### config.mk
export PLATFORM = sky130hd
export DESIGN_NAME = unique_value_slot_table
export DESIGN_NICKNAME = d
export VERILOG_FILES = /design/src/rtl/uvst_pkg.sv /design/src/rtl/unique_value_slot_table.sv
export SDC_FILE = /design/constraint.sdc
export NUM_CORES = 1
export LEC_CHECK = 0
export BUFFER_PORTS_ARGS = -buffer_cell sky130_fd_sc_hd__clkbuf_2
export CORE_AREA = 2 2 157 159
export CTS_BUF_LIST = sky130_fd_sc_hd__clkbuf_4
export DETAILED_ROUTE_END_ITERATION = 6
export DIE_AREA = 0 0 159 161
export MAX_ROUTING_LAYER = met4
export PLACE_DENSITY_LB_ADDON = 0.25
export SLEW_MARGIN = 5
export SYNTH_ARGS = -nofsm -noshare
export SYNTH_HDL_FRONTEND = slang
export SYNTH_SLANG_ARGS = --single-unit
### constraint.sdc
create_clock -name i_clk -period 12.6 [get_ports i_clk]
set_input_delay 1.26 -clock i_clk [delete_from_list [all_inputs] [get_ports i_clk]]
set_output_delay 1.26 -clock i_clk [all_outputs]
set_load 0.02 [all_outputs]
### src/rtl/uvst_pkg.sv
// Package for the unique value slot table: opcodes, status codes and field widths.
// Depends on nothing; used by the top level and its checker.
package uvst_pkg;

    localparam int unsigned OP_W    = 3;
    localparam int unsigned VAL_W   = 32;
    localparam int unsigned SLOT_W  = 3;
    localparam int unsigned ST_W    = 3;
    localparam int unsigned IN_TDATA_W  = 72;
    localparam int unsigned OUT_TDATA_W = 40;

    localparam logic [OP_W-1:0] OP_INSERT = 3'd0;
    localparam logic [OP_W-1:0] OP_RMVAL  = 3'd1;
    localparam logic [OP_W-1:0] OP_RMPOS  = 3'd2;
    localparam logic [OP_W-1:0] OP_REPL   = 3'd3;
    localparam logic [OP_W-1:0] OP_LOOKUP = 3'd4;

    localparam logic [ST_W-1:0] ST_OK       = 3'd0;
    localparam logic [ST_W-1:0] ST_FULL     = 3'd1;
    localparam logic [ST_W-1:0] ST_DUP      = 3'd2;
    localparam logic [ST_W-1:0] ST_NOTFOUND = 3'd3;
    localparam logic [ST_W-1:0] ST_BADPOS   = 3'd4;

endpackage

### src/rtl/unique_value_slot_table.sv
// Unique value slot table: a table of signed 32-bit slots, zero meaning empty.
// A scanning request reads every slot in S_SCAN, then evaluates and loads its item in S_EVAL; remove
// by position goes straight to S_EVAL; a dump loads one slot per pass through S_DRD and S_DWT.
// A new request is accepted only in S_IDLE, once the last one is done; the single memory read port
// scans one slot per cycle; a held output item stalls the table until it is taken.
// Reset is synchronous: control state and the per-slot valid bits clear, so slots read empty.
module unique_value_slot_table #(
    parameter int DEPTH = 4
) (
    input  logic                              i_clk,
    input  logic                              i_rst_n,
    input  logic                              i_s_tvalid,
    output logic                              o_s_tready,
    // key [31:0], new_value [63:32], slot_index [66:64], zero fill
    input  logic [uvst_pkg::IN_TDATA_W-1:0]   i_s_tdata,
    // opcode [2:0]
    input  logic [uvst_pkg::OP_W-1:0]         i_s_tuser,
    output logic                              o_m_tvalid,
    input  logic                              i_m_tready,
    // slot_found [2:0], slot_value [34:3], zero fill
    output logic [uvst_pkg::OUT_TDATA_W-1:0]  o_m_tdata,
    // status [2:0]
    output logic [uvst_pkg::ST_W-1:0]         o_m_tuser,
    output logic                              o_m_tlast
);
    import uvst_pkg::*;

    localparam int AW = $clog2(DEPTH);
    localparam logic [AW-1:0] LAST_ADDR = AW'(DEPTH - 1);

    typedef enum logic [4:0] {
        S_IDLE = 5'b00001,
        S_SCAN = 5'b00010,
        S_EVAL = 5'b00100,
        S_DRD  = 5'b01000,
        S_DWT  = 5'b10000
    } t_state;

    t_state                   r_state;
    logic [OP_W-1:0]          r_op;
    logic signed [VAL_W-1:0]  r_key;
    logic signed [VAL_W-1:0]  r_nv;
    logic [SLOT_W-1:0]        r_idx;
    logic [AW-1:0]            r_addr;
    logic                     r_scan_done;
    logic                     r_rd_vld;
    logic                     r_rd_last;
    logic [AW-1:0]            r_rd_idx;
    logic [VAL_W-1:0]         r_rd_data;
    logic                     r_rd_vbit;
    logic                     r_hit;
    logic [AW-1:0]            r_hit_idx;
    logic                     r_emp;
    logic [AW-1:0]            r_emp_idx;
    logic [DEPTH-1:0]         r_vld;
    logic [VAL_W-1:0]         r_mem [DEPTH];

    logic                     r_o_vld;
    logic [ST_W-1:0]          r_o_st;
    logic [SLOT_W-1:0]        r_o_slot;
    logic [VAL_W-1:0]         r_o_val;
    logic                     r_o_last;

    logic                     n_accept;
    logic                     n_out_free;
    logic                     n_rd_en;
    logic [AW-1:0]            n_rd_addr;
    logic [VAL_W-1:0]         n_rd_val;
    logic [ST_W-1:0]          n_status;
    logic                     n_wr;
    logic [AW-1:0]            n_wr_addr;
    logic [VAL_W-1:0]         n_wr_data;
    logic [AW-1:0]            n_slot;
    logic [VAL_W-1:0]         n_val;
    logic                     n_wr_en;
    logic                     n_load;
    logic [ST_W-1:0]          n_o_st;
    logic [AW-1:0]            n_o_slot;
    logic [VAL_W-1:0]         n_o_val;
    logic                     n_o_last;
    logic [AW+SLOT_W-1:0]     n_slot_ext;

    assign o_s_tready = (r_state == S_IDLE);
    assign n_accept   = i_s_tvalid && o_s_tready;
    assign n_out_free = !r_o_vld || i_m_tready;
    assign n_rd_val   = r_rd_vbit ? r_rd_data : '0;

    assign n_rd_en   = ((r_state == S_SCAN) && !r_scan_done) || (r_state == S_DRD);
    assign n_rd_addr = r_addr;

    always_comb begin
        n_status  = ST_OK;
        n_wr      = 1'b0;
        n_wr_addr = '0;
        n_wr_data = '0;
        n_slot    = '0;
        n_val     = '0;
        case (r_op)
            OP_INSERT: begin
                if (r_hit) begin
                    n_status = ST_DUP;
                end else if (r_emp) begin
                    n_wr      = 1'b1;
                    n_wr_addr = r_emp_idx;
                    n_wr_data = r_key;
                    n_slot    = r_emp_idx;
                    n_val     = r_key;
                end else begin
                    n_status = ST_FULL;
                end
            end
            OP_RMVAL: begin
                if (r_hit) begin
                    n_wr      = 1'b1;
                    n_wr_addr = r_hit_idx;
                    n_slot    = r_hit_idx;
                end else begin
                    n_status = ST_NOTFOUND;
                end
            end
            OP_RMPOS: begin
                if (32'(r_idx) < DEPTH) begin
                    n_wr      = 1'b1;
                    n_wr_addr = AW'(r_idx);
                    n_slot    = AW'(r_idx);
                end else begin
                    n_status = ST_BADPOS;
                end
            end
            OP_REPL: begin
                if (r_hit) begin
                    n_wr      = 1'b1;
                    n_wr_addr = r_hit_idx;
                    n_wr_data = r_nv;
                    n_slot    = r_hit_idx;
                    n_val     = r_nv;
                end else begin
                    n_status = ST_NOTFOUND;
                end
            end
            OP_LOOKUP: begin
                if (r_hit) begin
                    n_slot = r_hit_idx;
                    n_val  = r_key;
                end else begin
                    n_status = ST_NOTFOUND;
                end
            end
            default: begin
                n_status = ST_OK;
            end
        endcase
    end

    assign n_wr_en = (r_state == S_EVAL) && n_out_free && n_wr;

    always_comb begin
        n_load   = 1'b0;
        n_o_st   = ST_OK;
        n_o_slot = '0;
        n_o_val  = '0;
        n_o_last = 1'b1;
        if ((r_state == S_EVAL) && n_out_free) begin
            n_load   = 1'b1;
            n_o_st   = n_status;
            n_o_slot = n_slot;
            n_o_val  = n_val;
        end else if ((r_state == S_DWT) && n_out_free) begin
            n_load   = 1'b1;
            n_o_slot = r_addr;
            n_o_val  = n_rd_val;
            n_o_last = (r_addr == LAST_ADDR);
        end
    end

    assign n_slot_ext = {{SLOT_W{1'b0}}, n_o_slot};

    // Slot memory with one write and one registered read port.
    always_ff @(posedge i_clk) begin
        if (n_wr_en) begin
            r_mem[n_wr_addr] <= n_wr_data;
        end
        if (n_rd_en) begin
            r_rd_data <= r_mem[n_rd_addr];
        end
    end

    always_ff @(posedge i_clk) begin
        if (!i_rst_n) begin
            r_vld     <= '0;
            r_rd_vbit <= 1'b0;
        end else begin
            if (n_wr_en) begin
                r_vld[n_wr_addr] <= 1'b1;
            end
            if (n_rd_en) begin
                r_rd_vbit <= r_vld[n_rd_addr];
            end
        end
    end

    always_ff @(posedge i_clk) begin
        if (n_accept) begin
            r_op  <= i_s_tuser;
            r_key <= i_s_tdata[31:0];
            r_nv  <= i_s_tdata[63:32];
            r_idx <= i_s_tdata[66:64];
        end
        if (r_rd_vld) begin
            if (!r_hit && (n_rd_val == r_key)) begin
                r_hit_idx <= r_rd_idx;
            end
            if (!r_emp && (n_rd_val == '0)) begin
                r_emp_idx <= r_rd_idx;
            end
        end
        r_rd_idx <= r_addr;
        if (n_load) begin
            r_o_st   <= n_o_st;
            r_o_slot <= n_slot_ext[SLOT_W-1:0];
            r_o_val  <= n_o_val;
            r_o_last <= n_o_last;
        end
    end

    always_ff @(posedge i_clk) begin
        if (!i_rst_n) begin
            r_state     <= S_IDLE;
            r_addr      <= '0;
            r_scan_done <= 1'b0;
            r_rd_vld    <= 1'b0;
            r_rd_last   <= 1'b0;
            r_hit       <= 1'b0;
            r_emp       <= 1'b0;
            r_o_vld     <= 1'b0;
        end else begin
            r_rd_vld  <= (r_state == S_SCAN) && !r_scan_done;
            r_rd_last <= (r_state == S_SCAN) && !r_scan_done && (r_addr == LAST_ADDR);
            if (r_rd_vld) begin
                if (n_rd_val == r_key) begin
                    r_hit <= 1'b1;
                end
                if (n_rd_val == '0) begin
                    r_emp <= 1'b1;
                end
            end
            if (n_load) begin
                r_o_vld <= 1'b1;
            end else if (i_m_tready) begin
                r_o_vld <= 1'b0;
            end
            case (r_state)
                S_IDLE: begin
                    r_addr      <= '0;
                    r_scan_done <= 1'b0;
                    r_hit       <= 1'b0;
                    r_emp       <= 1'b0;
                    if (n_accept) begin
                        case (i_s_tuser)
                            OP_INSERT, OP_RMVAL, OP_REPL: begin
                                r_state <= S_SCAN;
                            end
                            OP_RMPOS: begin
                                r_state <= S_EVAL;
                            end
                            OP_LOOKUP: begin
                                if (i_s_tdata[31:0] == '0) begin
                                    r_state <= S_DRD;
                                end else begin
                                    r_state <= S_SCAN;
                                end
                            end
                            default: begin
                                r_state <= S_IDLE;
                            end
                        endcase
                    end
                end
                S_SCAN: begin
                    if (!r_scan_done) begin
                        if (r_addr == LAST_ADDR) begin
                            r_scan_done <= 1'b1;
                        end else begin
                            r_addr <= r_addr + 1'b1;
                        end
                    end
                    if (r_rd_vld && r_rd_last) begin
                        r_state <= S_EVAL;
                    end
                end
                S_EVAL: begin
                    if (n_out_free) begin
                        r_state <= S_IDLE;
                    end
                end
                S_DRD: begin
                    r_state <= S_DWT;
                end
                S_DWT: begin
                    if (n_out_free) begin
                        if (r_addr == LAST_ADDR) begin
                            r_state <= S_IDLE;
                        end else begin
                            r_addr  <= r_addr + 1'b1;
                            r_state <= S_DRD;
                        end
                    end
                end
                default: begin
                    r_state <= S_IDLE;
                end
            endcase
        end
    end

    assign o_m_tvalid = r_o_vld;
    assign o_m_tuser  = r_o_st;
    assign o_m_tlast  = r_o_last;
    assign o_m_tdata  = {{(OUT_TDATA_W - SLOT_W - VAL_W){1'b0}}, r_o_val, r_o_slot};

endmodule

==> reports/metrics.cfg, run 1 <==
[cts]
cts_buffer_depth = 3
clkTransAtPathRegs_ns = 0.06
cts_hold_buffers = 0
clock_latency_ns = 0.69
cts_resized = 0
cts.htree.levels = 3
numCtsBuffers = 78
post_cts_buffers = 0
cts_tree = done
cts-root-buf = clkbuf_4
cts_sinks = 292

[run_status]
status = complete, no violations

[sta]
setup_violations = 0
slew_violations = 0
maxSlewHeadroom_pct = 27.6
max_freq_mhz = 308
finalCritPeriodShare_pct = 25.8
tns_ns = 0
post-route-min-period_ns = 3.25
final_hold_viol_count = 0
worst_hold_slack_ns = 0.429
skew_ns = 0.0521
rsz0062_at_grt = no
worst_pin_slew_ns = 1.09

[route]
drt-pass1-iter-count = 5
vias_per_cell = 5.70
wirelength_um = 27700
drtIter0Drc = 680
wl_per_cell_um = 21.4
ant_nets = 0
via_count = 7393
drc = 0

[yosys]
synth_edf_count = 272
yosysUniqueCellTypes = 64
synthesis.area_um2 = 11800
syn_inst = 748
synth_top_area_share_pct = 69.0
async_flop_share_pct = 0
synth_ff_type = edfxtp_1
ys_top_cells_by_area = edfxtp_1 (69%), mux4_2 (6.3%), dfxtp_1 (3.4%)
yosysTopAreaCell = edfxtp_1
yosysWarnings = 0
syn_avg_cell_area_um2 = 15.8
ys_seq_area_share_pct = 72.4
synth_seq_cells = 292

[setup_path]
crit_path_end_kind = output pin
path_delay_family = simple AND/OR/NAND/NOR gates
r2r-end = r_mem[0][24]
slowest_stage = dfxtp_1
arrival_ns = 1.99
cp_max_fo = 8
crit_chain = nor2_4 > nand3_2 > or2_1 > inv_1 > clkbuf_2
slowest_delay_ns = 0.40
r2r.worst_path.cells = 7
cp.required_ns = 11.34
cp_num_buf_inv = 2
r2r_slack_ns = 9.78
start_kind = register
worstSetupPathType = register to output pin
worstReg2RegStart = r_op[2]

[final_layout]
nets = 997
drive_gt1_share_pct = 30.6
syn_to_final_growth_pct = 15.9
layout_common_cells = edfxtp_1 (272), clkbuf_4 (117), clkbuf_2 (113), nand2_1 (51), a21oi_1 (44)
layout_commonest_cell = edfxtp_1

[floorplanning]
die_w_um = 159
coreArea_um2 = 24000
io_pins = 125
die-height_um = 161
start_util_pct = 49.4
rows = 57
die-area_um2 = 25600

[min_path]
min_path_cells = 0
min_to = r_emp_idx[0]
hp-class = register to register
hold_start = r_rd_idx[0]

[global_route]
grt_max_degree = 71
grt_pass1_wl_um = 42700
first_global_vias = 7531
antenna_found_initial = 1
overflow = 0
grt_usage_pct = 22.8

[place]
io_buffers = 113
dp_hpwl_um = 16900
globalplace.congestion = 0.874

[pwr]
power.density_nw_per_um2 = 148
ir_drop_uv = 77.4
leakage_nw = 5.09

[flow_run]
drv_cap = 0

-- power breakdown --
part | switching [W] | total, W | internal, W
registers | 0.0000372 | 0.00113 | 0.00109
clock network | 0.000373 | 0.000815 | 0.000442
logic | 0.0000560 | 0.0000871 | 0.0000311
-- cell families (layout without fill, tap and decap cells) --
group	count (synthesis)	in the layout	share of synthesized area [%]
flops	292	292	72.4
simple gates	182	182	8.49
compound gates	172	172	9.58
buf+inv	57	276	2.32
mux	35	35	6.45
xor+xnor	8	8	0.592
fa+ha+maj	1	1	0.106
other cells	1	7	0.0317
-- Yosys cell counts (3+ instances only) --
| cell type | instances |
|---|---|
| edfxtp_1 | 272 |
| o21ai_1 | 23 |
| a2111o_1 | 5 |
| nor4_1 | 23 |
| buf_2 | 18 |
| nand4b_1 | 6 |
| a21oi_1 | 44 |
| buf_4 | 6 |
| xor2_1 | 6 |
| nor2b_1 | 25 |
| o21ai_0 | 27 |
| mux4_2 | 33 |
| a22o_1 | 32 |
| inv_1 | 15 |
| clkbuf_1 | 15 |
| o22ai_1 | 7 |
| nand2_1 | 51 |
| and2_1 | 4 |
| dfxtp_1 | 20 |
| a22oi_1 | 4 |
| nor2_1 | 25 |
| nand4_1 | 3 |
| nand2b_1 | 8 |
| o21a_1 | 7 |
| nand3_1 | 9 |
| o221ai_1 | 3 |
| nor3_1 | 6 |
| and3_1 | 5 |
-- per-stage QoR --
stage | cell area (um^2) | instances | setup slack (ns) | util [%] | power (W)
final | 13700 | 1297 | 9.35 | 57.2 | 0.00203
after global routing | 13700 | 1297 | 9.20 | 57.2 | 0.00212
after detailed placement | 12700 | 1161 | 9.05 | 53.1 | 0.00124
after floorplan | 11800 | 753 | 8.09 | - | 0.00119
after CTS | 13700 | 1296 | 9.30 | 57.2 | 0.00206
after global placement | 12700 | 1161 | 9.05 | 53.1 | 0.00124
-- worst max-delay path by stage --
stage / start / to / slack, ns / cells after the start
2_1_floorplan: i_m_tready / o_m_tlast / 8.09 / 2
3_3_place_gp: i_m_tready / r_mem[0][2] / 9.05 / 7
3_5_place_dp: i_m_tready / r_mem[0][24] / 9.05 / 7
4_1_cts: r_state[4] / o_s_tready / 9.30 / 5
5_1_grt: r_state[4] / o_s_tready / 9.20 / 5
6_report: r_state[4] / o_s_tready / 9.35 / 5
-- flip-flops by register name (all words and copies together) (netlist names), 3 cells and up --
name / cells
r_state: 5
r_nv: 32
r_rd_data: 32
r_op: 3
r_vld: 4
r_mem: 128
r_key: 32
o_m_tuser: 3
r_idx: 3
r_o_val: 32
-- routing by layer --
| layer | up-vias | part of all wire, % | GRT usage [%] |
|---|---|---|---|
| met5 | - | 0 | - |
| met4 | 0 | 2.6 | 9.30 |
| met3 | 52 | 8.3 | 4.85 |
| met2 | 350 | 47 | 34.7 |
| met1 | 3631 | 43 | 30.4 |
| li1 | 3360 | - | - |
-- final cells by class --
cell class	instances	area (um^2)
Sequential cell	292	8570
Timing Repair Buffer	125	656
Inverter	16	60.1
Clock inverter	18	93.8
Antenna cell	1	2.50
Multi-Input combinational cell	404	3040
Tap cell	324	405
Clock buffer	117	878
Fill cell	1983	10300
No activity file was read; power rests on OpenSTA's default activity.
==> run 2: changes to the inputs <==
--- a/config.mk
+++ b/config.mk
@@ -5,11 +5,12 @@
 export SDC_FILE = /design/constraint.sdc
 export NUM_CORES = 1
 export LEC_CHECK = 0
+export ABC_AREA = 1
 export BUFFER_PORTS_ARGS = -buffer_cell sky130_fd_sc_hd__clkbuf_2
-export CORE_AREA = 2 2 157 159
+export CORE_AREA = 2 2 160 162
 export CTS_BUF_LIST = sky130_fd_sc_hd__clkbuf_4
 export DETAILED_ROUTE_END_ITERATION = 6
-export DIE_AREA = 0 0 159 161
+export DIE_AREA = 0 0 162 164
 export MAX_ROUTING_LAYER = met4
 export PLACE_DENSITY_LB_ADDON = 0.25
 export SLEW_MARGIN = 5
==> constraint.sdc (replaced) <==
create_clock -name i_clk -period 3.2 [get_ports i_clk]
set_input_delay 0.32 -clock i_clk [delete_from_list [all_inputs] [get_ports i_clk]]
set_output_delay 0.32 -clock i_clk [all_outputs]
set_load 0.02 [all_outputs]
==> run 2 against run 1 <==
Against the previous run:
- synthesized cell count increased by 45%
- critical path depth increased by 1
- area after synthesis is 3.6% higher
- critical endpoint is now r_mem[1][17]
- first-iteration DRC count up 18%
- highest routed layer unchanged
- largest cell class unchanged
- non-clock buffer count is 84 higher
- sequential power grew to 4.1 times the previous value
- final area rose by 8.9%
==> reports/metrics.cfg, run 2 <==
[final_layout]
nets = 1410
layout_commonest_cell = edfxtp_1
layout_common_cells = edfxtp_1 (272), nand2_1 (246), nor2_1 (132), clkbuf_4 (113), clkbuf_2 (113)
syn_to_final_growth_pct = 21.8
stdcell_count = 1712
largest_reg_flops = 128
largest-register = r_mem
drive_gt1_share_pct = 20.8

[min_path]
min_path_cells = 4
min_to = r_state[2]
hp-class = primary input to register
hold_start = i_m_tready

[floorplanning]
io_pins = 125
die-area_um2 = 26600
rows = 58
die_w_um = 162
coreArea_um2 = 24800
start_util_pct = 49.4
die-height_um = 164

[yosys]
yosysUniqueCellTypes = 38
yosysTopAreaCell = edfxtp_1
ys_seq_area_share_pct = 69.9
synth_seq_cells = 292
synth_top_area_share_pct = 66.6
synth.most_common_cell = edfxtp_1
synth_edf_count = 272
ys_top_cells_by_count = edfxtp_1 (272), nand2_1 (247), nor2_1 (137)
async_flop_share_pct = 0
synthesis.area_um2 = 12300
syn_inst = 1088
ys_top_cells_by_area = edfxtp_1 (67%), nand2_1 (7.6%), nor2_1 (4.2%)
synth_ff_type = edfxtp_1
syn_avg_cell_area_um2 = 11.3
yosysWarnings = 0

[route]
via_count = 9327
vias_per_cell = 5.45
drtIter0Drc = 799
wl_per_cell_um = 19.0
drt-pass1-iter-count = 5
wirelength_um = 32500
ant_nets = 0
drc = 0

[place]
place_inst = 1506
dp_hpwl_um = 20400
io_buffers = 113
globalplace.congestion = 0.942

[sta]
setup_violations = 0
finalCritPeriodShare_pct = 79.8
slew_violations = 0
rsz0062_at_grt = no
maxSlewHeadroom_pct = 39.6
tns_ns = 0
post-route-min-period_ns = 2.55
max_freq_mhz = 391
final_hold_viol_count = 0
worst_pin_slew_ns = 0.905
skew_ns = 0.0299

[run_status]
status = complete, no violations

[cts]
clock_latency_ns = 0.67
numCtsBuffers = 80
cts_buffer_depth = 3
cts_tree = done
cts_sinks = 292
cts.htree.levels = 3
clkTransAtPathRegs_ns = 0.06
cts-root-buf = clkbuf_4

[global_route]
overflow = 0
antenna_found_initial = 1
grt_usage_pct = 25.3
grt_pass1_wl_um = 48900
first_global_vias = 9198
grt_max_degree = 71

[setup_path]
crit_path_end_kind = register
cp.required_ns = 3.52
worstSetupPathType = register to register
r2r_slack_ns = 0.65
worstReg2RegStart = r_state[3]
start_kind = register
r2r-end = r_mem[1][17]
cp_max_fo = 16
arrival_ns = 2.88
r2r.worst_path.cells = 6

[pwr]
power.density_nw_per_um2 = 604
ir_drop_uv = 364
leakage_nw = 5.43

[flow_run]
drv_cap = 0

run 2: changes by cell type after synthesis, sizes merged, moves of 25 or more:
| cell | change |
|---|---|
| nor2b | -25 |
| a22o | -32 |
| a31oi | +31 |
| nand2 | +197 |
| nand3 | +32 |
| o21ai | +36 |
| nor2 | +112 |
| mux4 | -33 |
| inv | +43 |
| o22ai | +57 |
| a21oi | -29 |
run 2: worst max path at each step:
stage | startpoint | end | cells after the start
after floorplan | r_op[0] | r_mem[2][0] | 9
after global placement | r_state[2] | r_o_val[5] | 5
after detailed placement | r_state[3] | r_o_val[7] | 4
after CTS | r_state[3] | r_o_val[7] | 4
after global routing | r_state[2] | r_mem[3][15] | 7
final | r_state[3] | r_mem[1][17] | 6
run 2: critical path, stage by stage (launching register included):
cell	delay, ns
dfxtp_1	0.33
nor3_1	0.26
nand3_1	0.53
nor3_1	0.46
nand2_1	0.15
nor2_2	0.15
buf_4	0.33
run 2: metrics by stage:
stage	utilization [%]	power [W]	hold WS [ns]	setup slack (ns)	cell area [um^2]
after floorplan	-	0.00531	0.353	0.188	12300
after global placement	53.3	0.00573	0.415	0.781	13200
after detailed placement	53.3	0.00576	0.418	0.756	13200
after CTS	60.2	0.00908	0.00979	0.740	14900
after global routing	60.2	0.00943	0.0361	0.485	14900
final	60.2	0.00902	0.0397	0.645	14900
run 2: repair_timing:
action | CTS | global route
gates resized for setup | 0 | 0
endpoints found under the hold margin | 72 | 0
hold buffers | 72 | 0
buffers inserted | 0 | 0
run 2: per-layer routing:
metal | GRT usage [%] | share of wire, % | routed length, um
met1 | 31.3 | 40 | 13100
met2 | 41.7 | 49 | 16100
met5 | - | 0 | 0
met4 | 9.81 | 2.6 | 845
met3 | 4.49 | 7.6 | 2480
run 2: power by group:
part           switching, W  internal (W)  total (W)
logic              0.000809      0.000338    0.00115
registers          0.000173       0.00445    0.00462
clock network       0.00147       0.00178    0.00325
run 2: cells by family after synthesis:
kind of cell | Yosys count | synth area share [%]
and+or+nand+nor | 476 | 16.3
AOI/OAI and AO/OA | 201 | 9.27
other | 1 | 0.0306
xor gates and xnor gates | 4 | 0.286
buffers and inverters | 113 | 4.13
adders and majority gates | 1 | 0.102
DFF | 292 | 69.9
run 2: cell type report:
cell class / instances / area [um^2]
Multi-Input combinational cell: 688 / 3220
Clock inverter: 20 / 135
Antenna cell: 1 / 2.50
Sequential cell: 292 / 8570
Fill cell: 2061 / 9890
Timing Repair Buffer: 209 / 1520
Inverter: 59 / 226
Tap cell: 330 / 413
Clock buffer: 113 / 848
